**src/sv/double_ended_queue_defines.svh**
```systemverilog
// -----------------------------------------------------------------------------
// double_ended_queue_defines.svh
// Assertion macros shared by the double-ended queue modules.
// -----------------------------------------------------------------------------
`ifndef DOUBLE_ENDED_QUEUE_DEFINES_SVH
`define DOUBLE_ENDED_QUEUE_DEFINES_SVH

// Same-cycle implication, clocked on clk, off during reset.
`define DEQ_ASSERT_NOW(label, ante, cons, msg) \
	label: assert property (@(posedge clk) disable iff (!arst_n) (ante) |-> (cons)) \
		else $error(msg);

// Next-cycle implication, clocked on clk, off during reset.
`define DEQ_ASSERT_NEXT(label, ante, cons, msg) \
	label: assert property (@(posedge clk) disable iff (!arst_n) (ante) |=> (cons)) \
		else $error(msg);

`endif

```
**src/sv/deq_pkg.sv**
```systemverilog
`timescale 1ns / 1ps
// -----------------------------------------------------------------------------
// deq_pkg
// Types, codes and defaults shared by the double-ended queue modules.
// -----------------------------------------------------------------------------
package deq_pkg;

	localparam int DEQ_DEPTH = 16;
	localparam int DATA_W    = 32;

	// request codes
	localparam logic [2:0] REQ_PUSH_FRONT = 3'd0;
	localparam logic [2:0] REQ_PUSH_BACK  = 3'd1;
	localparam logic [2:0] REQ_POP_FRONT  = 3'd2;
	localparam logic [2:0] REQ_POP_BACK   = 3'd3;
	localparam logic [2:0] REQ_LIST       = 3'd4;

	// result status codes
	localparam logic [1:0] STS_DONE  = 2'd0;
	localparam logic [1:0] STS_EMPTY = 2'd1;
	localparam logic [1:0] STS_FULL  = 2'd2;

	typedef struct packed {
		logic [2:0]               req_type;
		logic signed [DATA_W-1:0] value;
	} deq_req_t;

	typedef struct packed {
		logic [1:0]               status;
		logic signed [DATA_W-1:0] item_value;
		logic                     last_of_run;
	} deq_rsp_t;

	typedef enum logic [1:0] {
		DEQ_IDLE,
		DEQ_EXEC,
		DEQ_LOAD,
		DEQ_EMIT
	} deq_state_t;

	typedef enum logic [2:0] {
		OP_NONE,
		OP_PUSH_F,
		OP_PUSH_B,
		OP_POP_F,
		OP_POP_B,
		OP_LIST_RD
	} deq_op_t;

	typedef enum logic [2:0] {
		RES_NONE,
		RES_ECHO,
		RES_FULL,
		RES_EMPTY,
		RES_RAM
	} deq_res_t;

	typedef struct packed {
		logic       take;
		deq_op_t    op;
		deq_res_t   res;
		logic       res_last;
		logic       idx_inc;
	} deq_cmd_t;

	typedef struct packed {
		logic [2:0] req_type;
		logic       empty;
		logic       full;
		logic       list_last;
		logic       res_last;
	} deq_sts_t;

endpackage

```
**src/sv/double_ended_queue.sv**
```systemverilog
`timescale 1ns / 1ps
// -----------------------------------------------------------------------------
// double_ended_queue
// Bounded double-ended queue of signed 32-bit values in a ring buffer.
// -----------------------------------------------------------------------------
// Holds up to DEPTH signed values. Each item on req asks to push at the front
// or back, pop from the front or back, or list the contents front to back.
// Pushes and pops give one result each; a push into a full queue comes back
// with status full and the offered value echoed, a pop or listing of an empty
// queue comes back with status empty and value zero. A listing gives one
// result per stored entry, last_of_run set on the final one. Request codes 5
// to 7 are dropped without a result. One item is worked at a time: the
// sequencer returns to accept the next item only after the final result of
// the current one is taken, or at once for an unused code. A result is held
// while rsp_ready is low. A push or an empty result is registered as the
// item executes; a popped or listed entry is first read from the entry
// store, a RAM with a single registered read port, read once per popped or
// listed entry, and is then registered in the load state. The store needs
// no clearing after reset.
// -----------------------------------------------------------------------------
module double_ended_queue #(
	parameter int DEPTH = deq_pkg::DEQ_DEPTH
) (
	input  logic              clk,
	input  logic              arst_n,
	input  logic              req_valid,
	output logic              req_ready,
	input  deq_pkg::deq_req_t req,
	output logic              rsp_valid,
	input  logic              rsp_ready,
	output deq_pkg::deq_rsp_t rsp
);

	// command and status between sequencer and datapath
	deq_pkg::deq_cmd_t cmd;
	deq_pkg::deq_sts_t sts;

	// sequencer: accept, execute, read the store, hold the result
	deq_ctrl u_ctrl (
		.clk       (clk),
		.arst_n    (arst_n),
		.req_valid (req_valid),
		.req_ready (req_ready),
		.rsp_valid (rsp_valid),
		.rsp_ready (rsp_ready),
		.sts       (sts),
		.cmd       (cmd)
	);

	// datapath: front index, entry count, entry store and result register
	deq_datapath #(
		.DEPTH (DEPTH)
	) u_datapath (
		.clk    (clk),
		.arst_n (arst_n),
		.req    (req),
		.cmd    (cmd),
		.sts    (sts),
		.rsp    (rsp)
	);

endmodule

```
**src/sv/deq_ram.sv**
```systemverilog
`timescale 1ns / 1ps
// -----------------------------------------------------------------------------
// deq_ram
// Generic single-write, single-read RAM with registered read data.
// -----------------------------------------------------------------------------
module deq_ram #(
	parameter int WIDTH = 32,
	parameter int DEPTH = 16
) (
	input  logic                     clk,
	input  logic                     we,
	input  logic [$clog2(DEPTH)-1:0] waddr,
	input  logic [WIDTH-1:0]         wdata,
	input  logic                     re,
	input  logic [$clog2(DEPTH)-1:0] raddr,
	output logic [WIDTH-1:0]         rdata
);

	logic [WIDTH-1:0] mem_q [DEPTH];

	always_ff @(posedge clk) begin
		if (we) begin
			mem_q[waddr] <= wdata;
		end
		if (re) begin
			rdata <= mem_q[raddr];
		end
	end

endmodule

```
**src/sv/deq_datapath.sv**
```systemverilog
`timescale 1ns / 1ps
// -----------------------------------------------------------------------------
// deq_datapath
// Ring pointers, entry store and result register of the double-ended queue.
// -----------------------------------------------------------------------------
`include "double_ended_queue_defines.svh"

module deq_datapath #(
	parameter int DEPTH = deq_pkg::DEQ_DEPTH
) (
	input  logic              clk,
	input  logic              arst_n,
	input  deq_pkg::deq_req_t req,
	input  deq_pkg::deq_cmd_t cmd,
	output deq_pkg::deq_sts_t sts,
	output deq_pkg::deq_rsp_t rsp
);

	localparam int IDX_W = $clog2(DEPTH);
	localparam int CNT_W = $clog2(DEPTH + 1);
	localparam logic [IDX_W:0]   DEPTH_X   = (IDX_W + 1)'(DEPTH);
	localparam logic [IDX_W-1:0] LAST_SLOT = IDX_W'(DEPTH - 1);
	localparam logic [CNT_W-1:0] DEPTH_C   = CNT_W'(DEPTH);
	localparam logic [CNT_W-1:0] ONE_C     = CNT_W'(1);

	logic [2:0]                        req_type_q;
	logic signed [deq_pkg::DATA_W-1:0] val_q;
	logic [IDX_W-1:0]                  front_q;
	logic [CNT_W-1:0]                  count_q;
	logic [IDX_W-1:0]                  idx_q;
	logic [1:0]                        res_status_q;
	logic signed [deq_pkg::DATA_W-1:0] res_value_q;
	logic                              res_last_q;

	logic [IDX_W-1:0]           front_dec;
	logic [IDX_W-1:0]           front_inc;
	logic [IDX_W-1:0]           back_slot;
	logic [IDX_W-1:0]           tail_slot;
	logic [IDX_W-1:0]           list_slot;
	logic                       ram_we;
	logic [IDX_W-1:0]           ram_waddr;
	logic                       ram_re;
	logic [IDX_W-1:0]           ram_raddr;
	logic [deq_pkg::DATA_W-1:0] ram_rdata;

	// slot arithmetic modulo DEPTH; both operands stay below DEPTH
	function automatic logic [IDX_W-1:0] slot_add(
		input logic [IDX_W-1:0] a,
		input logic [IDX_W-1:0] b
	);
		logic [IDX_W:0] sum;
		sum = {1'b0, a} + {1'b0, b};
		if (sum >= DEPTH_X) begin
			sum = sum - DEPTH_X;
		end
		return sum[IDX_W-1:0];
	endfunction

	always_comb begin
		front_dec = (front_q == '0) ? LAST_SLOT : front_q - IDX_W'(1);
		front_inc = (front_q == LAST_SLOT) ? '0 : front_q + IDX_W'(1);
		back_slot = slot_add(front_q, count_q[IDX_W-1:0]);
		tail_slot = slot_add(front_q, count_q[IDX_W-1:0] - IDX_W'(1));
		list_slot = slot_add(front_q, idx_q);

		ram_we    = (cmd.op == deq_pkg::OP_PUSH_F) || (cmd.op == deq_pkg::OP_PUSH_B);
		ram_waddr = (cmd.op == deq_pkg::OP_PUSH_F) ? front_dec : back_slot;
		ram_re    = (cmd.op == deq_pkg::OP_POP_F) || (cmd.op == deq_pkg::OP_POP_B) ||
			(cmd.op == deq_pkg::OP_LIST_RD);
		case (cmd.op)
			deq_pkg::OP_POP_F: ram_raddr = front_q;
			deq_pkg::OP_POP_B: ram_raddr = tail_slot;
			default:           ram_raddr = list_slot;
		endcase
	end

	deq_ram #(
		.WIDTH (deq_pkg::DATA_W),
		.DEPTH (DEPTH)
	) u_store (
		.clk   (clk),
		.we    (ram_we),
		.waddr (ram_waddr),
		.wdata (val_q),
		.re    (ram_re),
		.raddr (ram_raddr),
		.rdata (ram_rdata)
	);

	// ring pointers
	always_ff @(posedge clk or negedge arst_n) begin
		if (!arst_n) begin
			front_q <= '0;
			count_q <= '0;
			idx_q   <= '0;
		end else begin
			case (cmd.op)
				deq_pkg::OP_PUSH_F: begin
					front_q <= front_dec;
					count_q <= count_q + ONE_C;
				end
				deq_pkg::OP_PUSH_B: count_q <= count_q + ONE_C;
				deq_pkg::OP_POP_F: begin
					front_q <= front_inc;
					count_q <= count_q - ONE_C;
				end
				deq_pkg::OP_POP_B: count_q <= count_q - ONE_C;
				default: ;
			endcase
			if (cmd.take) begin
				idx_q <= '0;
			end else if (cmd.idx_inc) begin
				idx_q <= idx_q + IDX_W'(1);
			end
		end
	end

	// request and result payload
	always_ff @(posedge clk) begin
		if (cmd.take) begin
			req_type_q <= req.req_type;
			val_q      <= req.value;
		end
		case (cmd.res)
			deq_pkg::RES_ECHO: begin
				res_status_q <= deq_pkg::STS_DONE;
				res_value_q  <= val_q;
			end
			deq_pkg::RES_FULL: begin
				res_status_q <= deq_pkg::STS_FULL;
				res_value_q  <= val_q;
			end
			deq_pkg::RES_EMPTY: begin
				res_status_q <= deq_pkg::STS_EMPTY;
				res_value_q  <= '0;
			end
			deq_pkg::RES_RAM: begin
				res_status_q <= deq_pkg::STS_DONE;
				res_value_q  <= ram_rdata;
			end
			default: ;
		endcase
		if (cmd.res != deq_pkg::RES_NONE) begin
			res_last_q <= cmd.res_last;
		end
	end

	always_comb begin
		sts.req_type  = req_type_q;
		sts.empty     = (count_q == '0);
		sts.full      = (count_q == DEPTH_C);
		sts.list_last = ((CNT_W'(idx_q) + ONE_C) == count_q);
		sts.res_last  = res_last_q;
		rsp.status      = res_status_q;
		rsp.item_value  = res_value_q;
		rsp.last_of_run = res_last_q;
	end

	`DEQ_ASSERT_NOW(a_count_bound, 1'b1, count_q <= DEPTH_C, "entry count above depth")
	`DEQ_ASSERT_NEXT(a_push_grows, ram_we, count_q == $past(count_q) + ONE_C, "push lost count")
	`DEQ_ASSERT_NOW(a_push_not_full, ram_we, count_q != DEPTH_C, "write into a full queue")
	`DEQ_ASSERT_NOW(a_pop_not_empty, ram_re, count_q != '0, "read from an empty queue")

endmodule

```
**src/sv/deq_ctrl.sv**
```systemverilog
`timescale 1ns / 1ps
// -----------------------------------------------------------------------------
// deq_ctrl
// Request sequencer of the double-ended queue.
// -----------------------------------------------------------------------------
`include "double_ended_queue_defines.svh"

module deq_ctrl (
	input  logic              clk,
	input  logic              arst_n,
	input  logic              req_valid,
	output logic              req_ready,
	output logic              rsp_valid,
	input  logic              rsp_ready,
	input  deq_pkg::deq_sts_t sts,
	output deq_pkg::deq_cmd_t cmd
);

	deq_pkg::deq_state_t state_q;
	deq_pkg::deq_state_t state_d;

	always_ff @(posedge clk or negedge arst_n) begin
		if (!arst_n) begin
			state_q <= deq_pkg::DEQ_IDLE;
		end else begin
			state_q <= state_d;
		end
	end

	always_comb begin
		state_d      = state_q;
		req_ready    = 1'b0;
		rsp_valid    = 1'b0;
		cmd.take     = 1'b0;
		cmd.op       = deq_pkg::OP_NONE;
		cmd.res      = deq_pkg::RES_NONE;
		cmd.res_last = 1'b1;
		cmd.idx_inc  = 1'b0;
		unique case (state_q)
			deq_pkg::DEQ_IDLE: begin
				req_ready = 1'b1;
				if (req_valid) begin
					cmd.take = 1'b1;
					state_d  = deq_pkg::DEQ_EXEC;
				end
			end
			deq_pkg::DEQ_EXEC: begin
				unique case (sts.req_type) inside
					deq_pkg::REQ_PUSH_FRONT, deq_pkg::REQ_PUSH_BACK: begin
						if (sts.full) begin
							cmd.res = deq_pkg::RES_FULL;
						end else begin
							cmd.op  = (sts.req_type == deq_pkg::REQ_PUSH_FRONT) ?
								deq_pkg::OP_PUSH_F : deq_pkg::OP_PUSH_B;
							cmd.res = deq_pkg::RES_ECHO;
						end
						state_d = deq_pkg::DEQ_EMIT;
					end
					deq_pkg::REQ_POP_FRONT, deq_pkg::REQ_POP_BACK: begin
						if (sts.empty) begin
							cmd.res = deq_pkg::RES_EMPTY;
							state_d = deq_pkg::DEQ_EMIT;
						end else begin
							cmd.op  = (sts.req_type == deq_pkg::REQ_POP_FRONT) ?
								deq_pkg::OP_POP_F : deq_pkg::OP_POP_B;
							state_d = deq_pkg::DEQ_LOAD;
						end
					end
					deq_pkg::REQ_LIST: begin
						if (sts.empty) begin
							cmd.res = deq_pkg::RES_EMPTY;
							state_d = deq_pkg::DEQ_EMIT;
						end else begin
							cmd.op  = deq_pkg::OP_LIST_RD;
							state_d = deq_pkg::DEQ_LOAD;
						end
					end
					default: state_d = deq_pkg::DEQ_IDLE;
				endcase
			end
			deq_pkg::DEQ_LOAD: begin
				cmd.res      = deq_pkg::RES_RAM;
				cmd.res_last = (sts.req_type == deq_pkg::REQ_LIST) ? sts.list_last : 1'b1;
				cmd.idx_inc  = 1'b1;
				state_d      = deq_pkg::DEQ_EMIT;
			end
			deq_pkg::DEQ_EMIT: begin
				rsp_valid = 1'b1;
				if (rsp_ready) begin
					state_d = sts.res_last ? deq_pkg::DEQ_IDLE : deq_pkg::DEQ_EXEC;
				end
			end
			default: state_d = deq_pkg::DEQ_IDLE;
		endcase
	end

	`DEQ_ASSERT_NEXT(a_take_exec, req_valid && req_ready, state_q == deq_pkg::DEQ_EXEC, "accepted item not executed")
	`DEQ_ASSERT_NOW(a_more_is_list, rsp_valid && !sts.res_last, sts.req_type == deq_pkg::REQ_LIST, "non-final result outside a listing")

endmodule

```
**config.mk**
```make
export PLATFORM = sky130hd
export DESIGN_NAME = double_ended_queue
export DESIGN_NICKNAME = d
export VERILOG_FILES = /design/src/sv/deq_pkg.sv /design/src/sv/double_ended_queue.sv /design/src/sv/deq_ram.sv /design/src/sv/deq_datapath.sv /design/src/sv/deq_ctrl.sv
export VERILOG_INCLUDE_DIRS = /design/src /design/src/sv
export SDC_FILE = /design/constraint.sdc
export NUM_CORES = 1
export LEC_CHECK = 0
export BUFFER_PORTS_ARGS = -buffer_cell sky130_fd_sc_hd__buf_4
export CORE_MARGIN = 3
export CORE_UTILIZATION = 55
export CTS_CLUSTER_SIZE = 40
export DETAILED_ROUTE_END_ITERATION = 12
export PLACE_DENSITY_LB_ADDON = 0.12
export REMOVE_ABC_BUFFERS = 1
export SLEW_MARGIN = 20
export SYNTH_ARGS = -nofsm -noshare
export SYNTH_HDL_FRONTEND = slang
export SYNTH_SLANG_ARGS = --single-unit
export TNS_END_PERCENT = 30
```
**constraint.sdc**
```tcl
create_clock -name clk -period 4.1 [get_ports clk]
set_clock_uncertainty 0.2 [all_clocks]
set_input_delay 0.82 -clock clk [delete_from_list [all_inputs] [get_ports clk]]
set_output_delay 0.82 -clock clk [all_outputs]
set_load 0.01 [all_outputs]
```
==> results of run 1 <==
-- worst paths after layout --
kind / startpoint / endpoint / slack, ns / depth (start not counted)
max in group asynchronous: arst_n / u_datapath.front_q[2]$_DFFE_PN0P_ / 3.07 / 2
worst min-delay path: req[24] / u_datapath.val_q[24]$_DFFE_PP_ / 0.18 / 1
worst min register to register: u_datapath.u_store.rdata[31]$_DFFE_PP_ / u_datapath.res_value_q[31]$_DFFE_PP_ / 0.38 / 2
worst max-delay path: u_datapath.count_q[0]$_DFFE_PN0P_ / u_datapath.u_store.rdata[7]$_DFFE_PP_ / 0.18 / 16
min in group asynchronous: arst_n / u_datapath.count_q[1]$_DFFE_PN0P_ / 0.41 / 2
worst max register to register: u_datapath.count_q[0]$_DFFE_PN0P_ / u_datapath.u_store.rdata[7]$_DFFE_PP_ / 0.18 / 16
-- per-layer routing --
metal	wire length, microns	part of all wire, %	GRT usage (%)	vias up
met5	0	0	0	-
met4	2500	3.3	10.0	0
met3	7240	9.6	5.47	181
met2	35800	47	45.0	993
met1	30100	40	40.1	9076
li1	-	-	-	7544
-- flip-flops by register name, indices dropped and copies added, names as in the netlist, named ones only --
register and flops:
u_ctrl.state_q 1, u_datapath.count_q 5, u_datapath.front_q 4, u_datapath.idx_q 4, u_datapath.req_type_q 3, u_datapath.res_last_q 1, u_datapath.res_status_q 2, u_datapath.res_value_q 32
u_datapath.u_store.mem_q 512, u_datapath.u_store.rdata 32, u_datapath.val_q 32
-- cell usage in the layout, fill, tap and decap left out, types with 8 or more instances in the layout --
cell type,count
a21oi_1,50
dfrtp_1,13
edfxtp_1,614
nor3_1,8
clkinv_2,11
nor2_1,67
nand2b_1,25
buf_4,156
mux2i_1,23
clkinv_1,9
clkbuf_16,68
o211ai_1,65
nand4_1,24
nand2_1,182
inv_1,47
nand3_1,49
a22oi_1,12
ha_1,18
o32ai_1,11
and3_1,24
o21ai_0,75
nor2_4,17
o22a_1,20
a221oi_1,11
a311oi_1,20
mux2_2,14
clkbuf_1,12
a211oi_1,25
o22ai_1,35
buf_12,26
a211o_1,22
o21bai_1,22
xnor2_1,11
mux4_2,128
-- timing repair --
item	CTS	global route
resized for setup	0	7
endpoints found under the hold margin	15	0
setup endpoints to repair	0	32
setup buffers	0	3
hold buffers	1	0
-- cell usage after synthesis, types with 3 or more instances --
master | number | area [sq um]
a31oi_1 | 4 | 25.0
nand2b_1 | 25 | 156
buf_1 | 10 | 37.5
a221oi_1 | 11 | 96.3
mux2i_1 | 26 | 260
o22a_1 | 20 | 175
mux2_2 | 14 | 158
o21bai_1 | 23 | 173
o32ai_1 | 11 | 96.3
buf_4 | 8 | 60.1
dfrtp_1 | 15 | 375
clkbuf_1 | 70 | 263
a21oi_1 | 52 | 260
a21o_1 | 6 | 45.0
nor3_1 | 8 | 40.0
inv_1 | 47 | 176
edfxtp_1 | 614 | 18400
a311oi_1 | 20 | 175
or3_1 | 5 | 31.3
mux4_2 | 128 | 2880
fa_1 | 3 | 60.1
o22ai_1 | 35 | 219
o211ai_1 | 65 | 488
o21ai_0 | 75 | 375
nand2_1 | 182 | 683
nand3_1 | 49 | 245
nor2_1 | 85 | 319
o21ai_1 | 6 | 30.0
a22oi_1 | 12 | 90.1
xor2_1 | 7 | 61.3
ha_1 | 20 | 250
a211oi_1 | 25 | 188
and3_1 | 24 | 150
buf_6 | 7 | 78.8
xnor2_1 | 13 | 114
buf_2 | 34 | 170
a211o_1 | 22 | 193
nand4_1 | 24 | 150
-- logic make-up after synthesis --
| family | count (synthesis) |
|---|---|
| flip-flops | 629 |
| AO/OA/AOI/OAI | 393 |
| buffers and inverters | 181 |
| AND/OR/NAND/NOR | 419 |
| adder cells (fa/ha/maj) | 23 |
| XOR/XNOR | 20 |
| multiplexers | 169 |
-- layout make-up --
| class | instances | share of cell area, % |
|---|---|---|
| clock inverter | 34 | 1.08 |
| tap | 672 | 2.60 |
| sequential | 629 | 58.2 |
| inverter | 50 | 0.588 |
| multi-input combinational | 1024 | 26.8 |
| clock buffer | 81 | 5.45 |
| timing repair buffer | 183 | 5.26 |
-- power groups by stage --
stage	Sequential, mW	Combinational [mW]	Clock [mW]
2_1_floorplan	9.12	8.33	0
4_1_cts	8.82	14.3	5.99
5_1_grt	8.91	15.5	6.23
3_5_place_dp	8.95	14.3	0
3_3_place_gp	8.91	14.0	0
6_report	8.83	14.6	5.91
-- metrics by stage --
step	TNS [ns]	instances	setup WS, ns	utilization (%)
final	0	2673	0.182	64.3
after global routing	-0.00807	2673	-0.00807	64.3
after CTS	0	2670	0.0392	64.2
after detailed placement	0	2554	0.101	60.0
after global placement	0	2554	0.190	60.0
after floorplan	-1249.66	1703	-5.55	-
-- critical path, stage by stage (launching register included) --
cell and delay (ns):
dfrtp_1 0.37, inv_1 0.13, ha_2 0.23, nor4b_4 0.32, nor2_4 0.09, a21oi_2 0.16
ha_1 0.18, inv_1 0.06, fa_2 0.39, buf_4 0.17, xor2_4 0.19, nor3_1 0.23
mux2_2 0.21, buf_4 0.38, nand2b_1 0.10, nand4_1 0.12, mux2i_2 0.10
==> summary.txt, run 1 <==
Yosys
  – Avg Inst Size Synth: ~15 sq um
  – Main combinational cell family by area after synthesis: multiplexers
  – Seq/Total Area, Yosys: between 60% and 70%
  – Post-Syn Instances: about 1.8k
  – Synth Cell Area: between 0.02 and 0.03 sq mm
  – Seq cells post-synth: around 630
  – Mux cell area share after synthesis: between 10% and 20%
  – Synth Warn #: 0
  – Synth Area in Compound Gates: 9.64%
  – Synth async-reset ratio: ~2.4%
  – Synth cell types: between 60 and 70
  – Synth Area in Simple Gates: under 10%
  – Top_reg_cell synth: edfxtp_1
  – Post-synth EDFFs: 614
  – Adder-cell area share of the yosys netlist: around 1.1%
  – Synth Area in XOR/XNOR: less than 1%

Worst setup path
  – Crit Path Max Fanout: 20
  – Setup CP Type: flop to flop
  – Crit path launch type: flop
  – Crit path DAT: slightly above 4 ns
  – CP Capture Type: flop
  – CP Data Required Time: ~4.2 ns

Clock tree
  – Root Buffer: clkbuf_16
  – Clk Latency, worst-skew pair: about 0.6 ns
  – TritonCTS clock tree: done
  – Clk sinks: roughly 630
  – Clock transition at path regs: 0.06 ns
  – Num CTS Buffers: between 60 and 70
  – H-tree levels: 3
  – CTS Buffer Depth: 3

Timing
  – # setup viols final: 0
  – Fin crit period: approximately 4 ns
  – Period utilization: ~96%
  – Slew at the pin closest to its max-slew limit: about 1.1 ns
  – Final Max Slew Viols: 0
  – Hold Vio Cnt, Final: 0
  – Worst hold slack: between 0.15 and 0.2 ns
  – Fmax: about 260 MHz
  – Max_slew headroom: 27.6%

Detailed routing
  – Routed WL: 75,600 microns
  – DRT Pass-1 Iters: 6
  – Starting DRT DRC Count: 1,990
  – DRC Markers: 0
  – Vias per inst: roughly 6.7
  – WL/cell: ~28 microns
  – ANT nets after route: 0
  – DR vias: 17.8k

Power and ir drop
  – Clock share of power: roughly 20%
  – Maximum vdd drop: approximately 0.9 mV
  – Comb power frac: 49.7%
  – Leakage: between 10 and 15 nW
  – Overall Power: about 29 mW
  – Part of the power in registers: about 30%
  – Pwr per Cell Area: 906 mW/mm^2
  – NetSw: roughly 11 mW
  – Cell-internal power: 18.0 mW
  – Switching Fraction: 38.4%

Finish
  – Fill cells: between 3k and 4k
  – Finished Cell Area: around 0.032 sq mm
  – Share of cells above drive strength 1: a little under a quarter
  – Fin nets: between 2k and 2.5k
  – Area of the multi-input gates: roughly 0.0087 sq mm
  – FF+latch area: 0.0188 sq mm
  – Ant. Diodes: 0
  – Syn-to-layout area delta: 15.2%

Die
  – Die W: 232 microns
  – Starting Density: about 56%
  – Row cnt: 82
  – Die Ht: approximately 230 microns
  – Die area: approximately 0.054 sq mm
  – Core Region: 0.0503 sq mm
  – IO Pins: 76

Worst hold path
  – Hold/Removal Path Class: input port to flop

GRT
  – First-pass GRT wire length: 113,000 microns
  – Largest net degree at the start of global routing: 54
  – Total track usage: around 28%
  – Vias in the first global route: 17.8k
  – Initial antenna violation count: 0
  – Total gr overflow: 0

Place
  – RePlAce Congestion: around 0.82
  – PortBufs: between 70 and 80
  – Final HPWL DP: between 40,000 and 50,000 microns
  – Placed inst area: ~0.030 sq mm

Run
  – Max Cap Viol: 0

Run status
  – Status: completed
No activity file was read; power rests on OpenSTA's default activity.
==> run 2: changes to the inputs <==
CELL_PAD_IN_SITES_DETAIL_PLACEMENT = 1   (was not set)
CELL_PAD_IN_SITES_GLOBAL_PLACEMENT = 1   (was not set)
CORE_UTILIZATION = 40   (was 55)
RECOVER_POWER = 25   (was not set)
==> run 2 against run 1 <==
Against the previous run: power up 2.8%; largest power group unchanged; clock power up 4.4%; worst setup slack worse by 0.012 ns.
==> summary.txt, run 2 (same netlist as run 1, synthesis figures left out) <==
Worst setup path
  – Delay-heaviest family, CP: adder cells
  – Worst r2r dst: u_datapath.u_store.rdata[25]$_DFFE_PP_
  – Max incr delay on CP: 0.40 ns (about the same)
  – Setup CP Type: flop to flop
  – Crit Path Max Fanout: 6 (-70%)
  – Worst path slowest cell: mux2i_4
  – R2R setup slack: 0.17 ns (about the same)
  – CP Cell Sequence: inv_2 -> ha_2 -> nand4b_1 -> nor2_4 -> nor2_1 -> a21oi_1 -> ha_2 -> inv_1 -> fa_2 -> buf_6 -> xor2_4 -> nor2_1 -> buf_4 -> mux2i_4 -> clkbuf_16 -> a21oi_1 -> a211o_1 -> mux2i_1
  – Buffers plus inverters on the worst setup path: 5 (+1)
  – Crit path launch type: flop
  – CP Data Required Time: 4.37 ns (+0.13 ns)
  – CP Capture Type: flop
  – Reg2Reg Depth: 18 (+2)
  – Crit path DAT: 4.20 ns (+0.14 ns)

GRT
  – Largest net degree at the start of global routing: 76 (+41%)
  – First-pass GRT wire length: 127,000 microns (+12%)
  – Total gr overflow: 0 (unchanged)
  – Initial antenna violation count: 0 (unchanged)
  – Vias in the first global route: 18.6k (+4.3%)
  – Total track usage: 23.4% (-5.1 points)

Detailed routing
  – Starting DRT DRC Count: 1,746 (-12%)
  – Routed WL: 85,600 microns (+13%)
  – DRC Markers: 0 (unchanged)
  – WL/cell: 28.9 microns (+2.0%)
  – DRT Pass-1 Iters: 5 (-1)
  – DR vias: 17.6k (-0.96%)
  – ANT nets after route: 0 (unchanged)
  – Vias per inst: 5.94 (-11%)

Worst hold path
  – Hold Path Depth: 1 (unchanged)
  – Hold Path End: u_datapath.val_q[11]$_DFFE_PP_
  – Hold/Removal Path Class: input port to flop
  – Hold Crit Start: req[11]

Clock tree
  – Num CTS Buffers: 71 (+6.0%)
  – CTS Buffer Depth: 3 (unchanged)
  – Clk sinks: 629 (unchanged)
  – Root Buffer: clkbuf_16
  – H-tree levels: 3 (unchanged)
  – Clock transition at path regs: 0.06 ns (about the same)
  – TritonCTS clock tree: done
  – Clk Latency, worst-skew pair: 0.63 ns (+0.03 ns)

Die
  – Die Ht: 271 microns (+17%)
  – Starting Density: 40.6% (-15 points)
  – IO Pins: 76 (unchanged)
  – Die area: 0.0734 sq mm (+36%)
  – Row cnt: 96 (+17%)
  – Die W: 271 microns (+17%)
  – Core Region: 0.0691 sq mm (+37%)

Power and ir drop
  – Clock share of power: 20.5% (+0.3 points)
  – NetSw: 11.8 mW (+5.1%)
  – Maximum vdd drop: 0.712 mV (-21%)
  – Switching Fraction: 39.3% (+0.87 points)
  – Cell-internal power: 18.3 mW (+1.4%)
  – Comb power frac: 50.1% (+0.4 points)
  – Pwr per Cell Area: 912 mW/mm^2 (+0.64%)
  – Leakage: 11.1 nW (+1.2%)
  – Part of the power in registers: 29.4% (-0.8 points)

Timing
  – Period utilization: 95.8% (+0.29 points)
  – Slew at the pin closest to its max-slew limit: 1.12 ns (+0.0436 ns)
  – Setup TNS: 0 ns (unchanged)
  – Fin crit period: 3.93 ns (+0.0119 ns)
  – Final Max Slew Viols: 0 (unchanged)
  – RSZ-0062 raised after global routing: no
  – # setup viols final: 0 (unchanged)
  – Fmax: 254 MHz (-0.30%)
  – Max_slew headroom: 24.7% (-2.9 points)
  – Hold Vio Cnt, Final: 0 (unchanged)

Finish
  – Syn-to-layout area delta: 17.7%
  – Fin nets: 2,039 (+1.1%)
  – Finished Cell Area: 0.0330 sq mm (+2.2%)
  – Max reg flops: 512 (unchanged)
  – Biggest register: u_datapath.u_store.mem_q
  – Final core occ: 47.8% (-16 points)
  – Share of cells above drive strength 1: 23.9% (+0.62 points)
  – Most common cell after layout, fill and taps aside: edfxtp_1
  – Most frequent cells in the layout: 614 x edfxtp_1, 181 x nand2_1, 130 x buf_4

Run status
  – Status: completed

Place
  – Placed inst area: 0.0307 sq mm (+1.8%)
  – RePlAce Congestion: 0.789 (-3.8%)
  – PortBufs: 75 (unchanged)
  – Final HPWL DP: 51,300 microns (+17%)

Run
  – Max Cap Viol: 0 (unchanged)
## run 2: changes by cell type in the layout (fill, tap and decap cells not counted), sizes merged
cell and delta:
buf -19, diode +2, clkinv +8, clkinvlp +1
bufinv -1, inv -2, clkbuf +45
## run 2: final cells by class
cell class                 instances  area [sq um]
multi-input combinational       1024          8710
sequential                       629         18800
antenna                            2          5.00
clock buffer                      89          1870
fill                            6643         36000
clock inverter                    40           364
timing repair buffer             201          1910
tap                              931          1160
inverter                          50           190
## run 2: layer usage
layer	vias up	routed length, microns	global-route usage (%)
met5	-	0	0
met4	0	1860	6.57
met3	110	5280	3.44
met2	570	41700	38.6
met1	9351	36700	32.4
li1	7593	-	-
## run 2: worst max-delay path by stage
| stage | startpoint | to | cells after the start |
|---|---|---|---|
| 2_1_floorplan | u_datapath.front_q[2]$_DFFE_PN0P_ | u_datapath.u_store.rdata[11]$_DFFE_PP_ | 6 |
| 3_3_place_gp | u_datapath.count_q[0]$_DFFE_PN0P_ | u_datapath.u_store.rdata[2]$_DFFE_PP_ | 16 |
| 3_5_place_dp | u_datapath.count_q[0]$_DFFE_PN0P_ | u_datapath.u_store.rdata[8]$_DFFE_PP_ | 16 |
| 4_1_cts | u_datapath.count_q[0]$_DFFE_PN0P_ | u_datapath.u_store.rdata[28]$_DFFE_PP_ | 15 |
| 5_1_grt | flop | u_datapath.u_store.rdata[7]$_DFFE_PP_ | 18 |
| 6_report | flop | u_datapath.u_store.rdata[25]$_DFFE_PP_ | 18 |
## run 2: what timing repair did
item | in CTS | in global routing
pin swaps | 0 | 6
hold buffers | 1 | 0
hold endpoints to repair | 15 | 0
buffers inserted | 0 | 4
gates cloned | 0 | 1
gates resized for setup | 2 | 14
endpoints found under the setup margin | 6 | 32
## run 2: per-stage QoR
step | cells | total power [mW] | setup WS (ns) | hold slack (ns)
2_1_floorplan | 1703 | 17.5 | -5.55 | 0.316
3_5_place_dp | 2829 | 23.9 | -0.0127 | 0.387
5_1_grt | 2964 | 31.8 | 0.00117 | 0.162
6_report | 2966 | 30.1 | 0.170 | 0.180
4_1_cts | 2959 | 30.2 | 0.0263 | 0.123
3_3_place_gp | 2829 | 23.6 | 0.109 | 0.377
## run 2: power by group through the flow
stage | clock network [mW] | logic (mW) | registers [mW]
final | 6.17 | 15.1 | 8.86
after detailed placement | 0 | 14.9 | 8.99
after floorplan | 0 | 8.33 | 9.12
after CTS | 6.33 | 15.0 | 8.87
after global placement | 0 | 14.7 | 8.95
after global routing | 6.61 | 16.2 | 8.95
